<file path="src/design/ces_ram.sv">
// ----------------------------------------------------------------------------
// ces_ram
// simple dual port ram, one write and one registered read per cycle
// ----------------------------------------------------------------------------
module ces_ram #(
  parameter int WIDTH = 32,
  parameter int DEPTH = 64
) (
  input  logic                     clk,
  input  logic                     we,
  input  logic [$clog2(DEPTH)-1:0] waddr,
  input  logic [WIDTH-1:0]         wdata,
  input  logic                     re,
  input  logic [$clog2(DEPTH)-1:0] raddr,
  output logic [WIDTH-1:0]         rdata
);

  logic [WIDTH-1:0] mem [DEPTH];

  always_ff @(posedge clk) begin
    if (we) begin
      mem[waddr] <= wdata;
    end
  end

  always_ff @(posedge clk) begin
    if (re) begin
      rdata <= mem[raddr];
    end
  end

endmodule

</file>
<file path="config.mk">
export PLATFORM = sky130hd
export DESIGN_NAME = ces_ram
export DESIGN_NICKNAME = d
export VERILOG_FILES = /design/src/design/ces_ram.sv
export SDC_FILE = /design/constraint.sdc
export NUM_CORES = 2
export LEC_CHECK = 0
export ABC_AREA = 1
export BUFFER_PORTS_ARGS = -buffer_cell sky130_fd_sc_hd__buf_2
export CAP_MARGIN = 20
export CORE_MARGIN = 2
export CORE_UTILIZATION = 26
export DETAILED_ROUTE_END_ITERATION = 10
export HOLD_SLACK_MARGIN = 0.02
export PLACE_DENSITY = 0.44
export SETUP_SLACK_MARGIN = 0.1
export SLEW_MARGIN = 30
export SYNTH_ARGS = -nofsm -noshare
export SYNTH_HDL_FRONTEND = slang
export SYNTH_SLANG_ARGS = --single-unit
</file>
<file path="constraint.sdc">
create_clock -name clk -period 6 [get_ports clk]
set_clock_uncertainty 0.15 [all_clocks]
set_input_delay 0.3 -clock clk [delete_from_list [all_inputs] [get_ports clk]]
set_output_delay 0.3 -clock clk [all_outputs]
set_load 0.1 [all_outputs]
</file>
After elaboration in Yosys (flattened, before gate mapping)
Memory sizes are Yosys's and may differ from the RTL's. A register that Yosys moved wholly into a read port is not among the register bits. Index checks and enable logic that the tools add are counted.

Mux-type cells: 2.

Operator list (count): $mux W1 (2).

Word-level logic and storage cells: 3. Input port bits: 47. Memories kept: 1. Bits in registers: 0. Output and inout bits: 32. Memory bits (writable): 2048.

Memories: mem (depth 64, width 32, rd ports 1, clocked after Yosys merged registers in 1, wr ports 1, line 18) `logic [WIDTH-1:0] mem [DEPTH];`.

Depth between registers and ports, before layout
Word-level depth: 2. Depth in mapped cells: 13. Gate-level depth less buffers: 9.

Worst setup path before layout
Ideal clock, no wire load.

Path type: in2reg. Start point: in we. End point: mem mem[48][0] (enable). Cell stages on the path: 3. Library setup time: 502 ps. Setup slack: 1420 ps. Data required time: 5348 ps. Buffers on the path: 1. Arrival: 3928 ps. Path through: clkbuf_1 -> nand4_1 -> nor4_1.

Word-level cells in the longest chain between the ends: 2.

RTL lines: start, declared (line 10) `input logic we,`; $mux W1 (line 21) `if (we) begin`; $mux W1 (implied by the code) (line 22) `mem[waddr] <= wdata;`; end, declared (line 18).

Every way passes these cells.

==> results.md <==
* Status: complete, no violations
* Effective utilization at floorplan at 0.261
* Syn_area_per_cell at between 10 and 15 um^2
* RSZ-0062 raised after global routing: no
* EDFF count, synth at between 2000 and 2500
* Tot GR Track Use at 0.164
* Share of layout cells above drive strength 1 at 0.0878
* Gpl congestion at between 0.7 and 0.8
* Routed len/inst at roughly 24 um
* Vias at roughly 54000
* Residual DRC at 0
* Power Total at 31.3 mW
* Vias per cell at between 4 and 5
* Core ar. at approximately 320000 um^2
* Vias in the first global route at 51975
* Setup violators final at 0
* Dominant cells by area after synthesis: edfxtp_1 75%, nand3_1 11%, nand2_1 10%
* Crit path DAT at ~3600 ps
* Hold Path Class: input port to flip-flop
* Initial drt markers at between 4000 and 5000
* Top post-synthesis cells by count: 2248 x nand2_1, 2080 x edfxtp_1, 1907 x nand3_1
* H-tree levels at 4
* CP Buf/Inv Count at 4
* TritonCTS clock tree: yes
* Clock transition at path regs at ~60 ps
* Top-count cell post-synth: nand2_1
* Yosys top cell by area: edfxtp_1
* Max rail drop VDD at ~0.00033 V
* CP Data Required Time at 6460 ps
* IO Count at 79
* Total gr overflow at 0
* Flops & latches, synth at ~2100
* Max-Slew Margin vs Limit at 0.330
* Antenna violations before repair at 17
* Worst-path fanout max at 46
* Area grow syn2layout at 16.1%
* Largest net degree at the start of global routing at 194
* Asr flop ratio synth at 0
* Number of library cell types mapped by synthesis at 15
* Area of the mapped netlist at between 80000 and 90000 um^2
* Setup crit start kind: input port
* Die height at approximately 570 um
* Cells along the critical path: dlygate4sd3_1 -> buf_6 -> inv_6 -> buf_4 -> nand3_1 -> nand3_1 -> nand2_1 -> nand2_1 -> nand2_1
* Routed wire length at roughly 270 mm
* Final #Nets at between 6000 and 7000
* Slowest cell on the critical path: buf_4
* Period utilization at 0.524
* LEAKAGE at ~33 nW
* Fillers at between 30000 and 40000
* Antenna Violating Nets Remaining at 0
* Worst-Margin Slew at between 1000 and 1500 ps
* PostCTS Resize Cnt at 0
* Clk buf depth at 3
* Worst path top cell family by delay: buffers and inverters
* Crit. End Element: flip-flop
* Pwr dens at between 300 and 400 nW/um^2
* Hold Fails Final Rpt at 0
* Setup TNS at 0 ps
* Yosys warnings at 0
* Global-route wire length before repair at 391 mm
* Clk Latency, worst-skew pair at 900 ps
* MaxCap Viol Count at 0
* Ys flop type: edfxtp_1
* Row Count at between 200 and 250
* Minimum clock period at ~3100 ps
* Critical path type: input port to flip-flop
* Die ar. at about 320000 um^2
* Number of port buffers at 78
* Pins Over Slew Limit at 0
* Num CTS Buffers at between 200 and 250
* Synthesized Nets at roughly 6800
* Fmax at roughly 320 MHz
* Setup Fix Bufs, Post-CTS at 0
* Die width at approximately 570 um
* Root Driver: clkbuf_16
* Synth top area share at 0.752
* Worst path max stage delay at around 700 ps
* Cells after Synth at slightly below 7000
* Clock Sinks at about 2100
* Sequential share of the synthesized area at 0.752
* Drt pass-1 iters at 6
* HPWL Detailed at about 150 mm
* Critical path's most frequent cell: nand2_1
## timing repair
action,in CTS,in global routing
endpoints found under the hold margin,1112,0
setup endpoints to repair,0,0
hold buffers,36,0
## flip-flops by register name (all words and copies together), names as in the netlist
name and count:
mem 2048, rdata 32
## cell families (layout without fill, tap and decap cells)
family	after synthesis	count (layout)	share of synthesized area
simple gates	4228	4228	0.220
flops	2080	2080	0.752
buf+inv	461	740	0.0277
other cells	0	11	0
## final timing paths
| kind | from | end | slack (ps) | cells after the start |
|---|---|---|---|---|
| max | raddr[3] | rdata[2] | 2860 | 9 |
| min | wdata[10] | mem[49][10] | 70 | 2 |
| max reg2reg | mem[31][18] | rdata[18] | 3880 | 8 |
| min reg2reg | mem[36][5] | rdata[5] | 720 | 8 |
## cells in the final DEF, fill, tap and decap left out, drive strengths merged
master,n
clkinvlp,2
diode,11
bufinv,6
clkinv,80
nor2,56
inv,19
nand3,1907
nor4,8
nand4,9
buf,277
nand2,2248
clkbuf,320
dlygate4sd3,36
edfxtp,2080
## worst register-to-register path: stages (launching register included)
cell and delay, ps:
edfxtp_1 350, nand2_1 70, nand3_1 80, nand3_1 200, nand2_1 110, nand2_1 80
nand3_1 260, nand3_1 460, nand2_1 90
## final cells by class
| type | instances | area [um^2] | area share |
|---|---|---|---|
| well taps | 4180 | 5230 | 0.0542 |
| inverters | 12 | 86.3 | 0.000895 |
| multi-input cells | 4228 | 18800 | 0.195 |
| clock buffers | 320 | 6030 | 0.0625 |
| diodes | 11 | 27.5 | 0.000285 |
| clock inverters | 95 | 753 | 0.00781 |
| flip-flops and latches | 2080 | 62500 | 0.648 |
| repair buffers | 313 | 3050 | 0.0317 |
## metrics by stage
stage | setup WS (ps) | std cells | instance area [um^2] | util | hold slack, ps
after detailed placement | 2270 | 10773 | 89100 | 0.280 | 468
after global placement | 2280 | 10752 | 88600 | 0.279 | 461
after global routing | 2860 | 11234 | 96400 | 0.303 | 63.9
final | 2860 | 11239 | 96400 | 0.303 | 71.7
after floorplan | 1420 | 6769 | 83100 | - | 249
after CTS | 2850 | 11224 | 96300 | 0.303 | 21.5
## report_power, final
group,internal (mW),switching (mW)
combinational,0.456,1.65
sequential,16.1,0.0424
clock,7.23,5.81
## metal layers
metal / vias to the layer above / GRT usage / share of wire
met2: 1484 / 0.267 / 0.47
met5: - / 0 / 0.00025
met1: 27488 / 0.231 / 0.46
met3: 329 / 0.0221 / 0.049
li1: 24390 / - / -
met4: 10 / 0.0420 / 0.023
(Power assumes the default switching activity.)
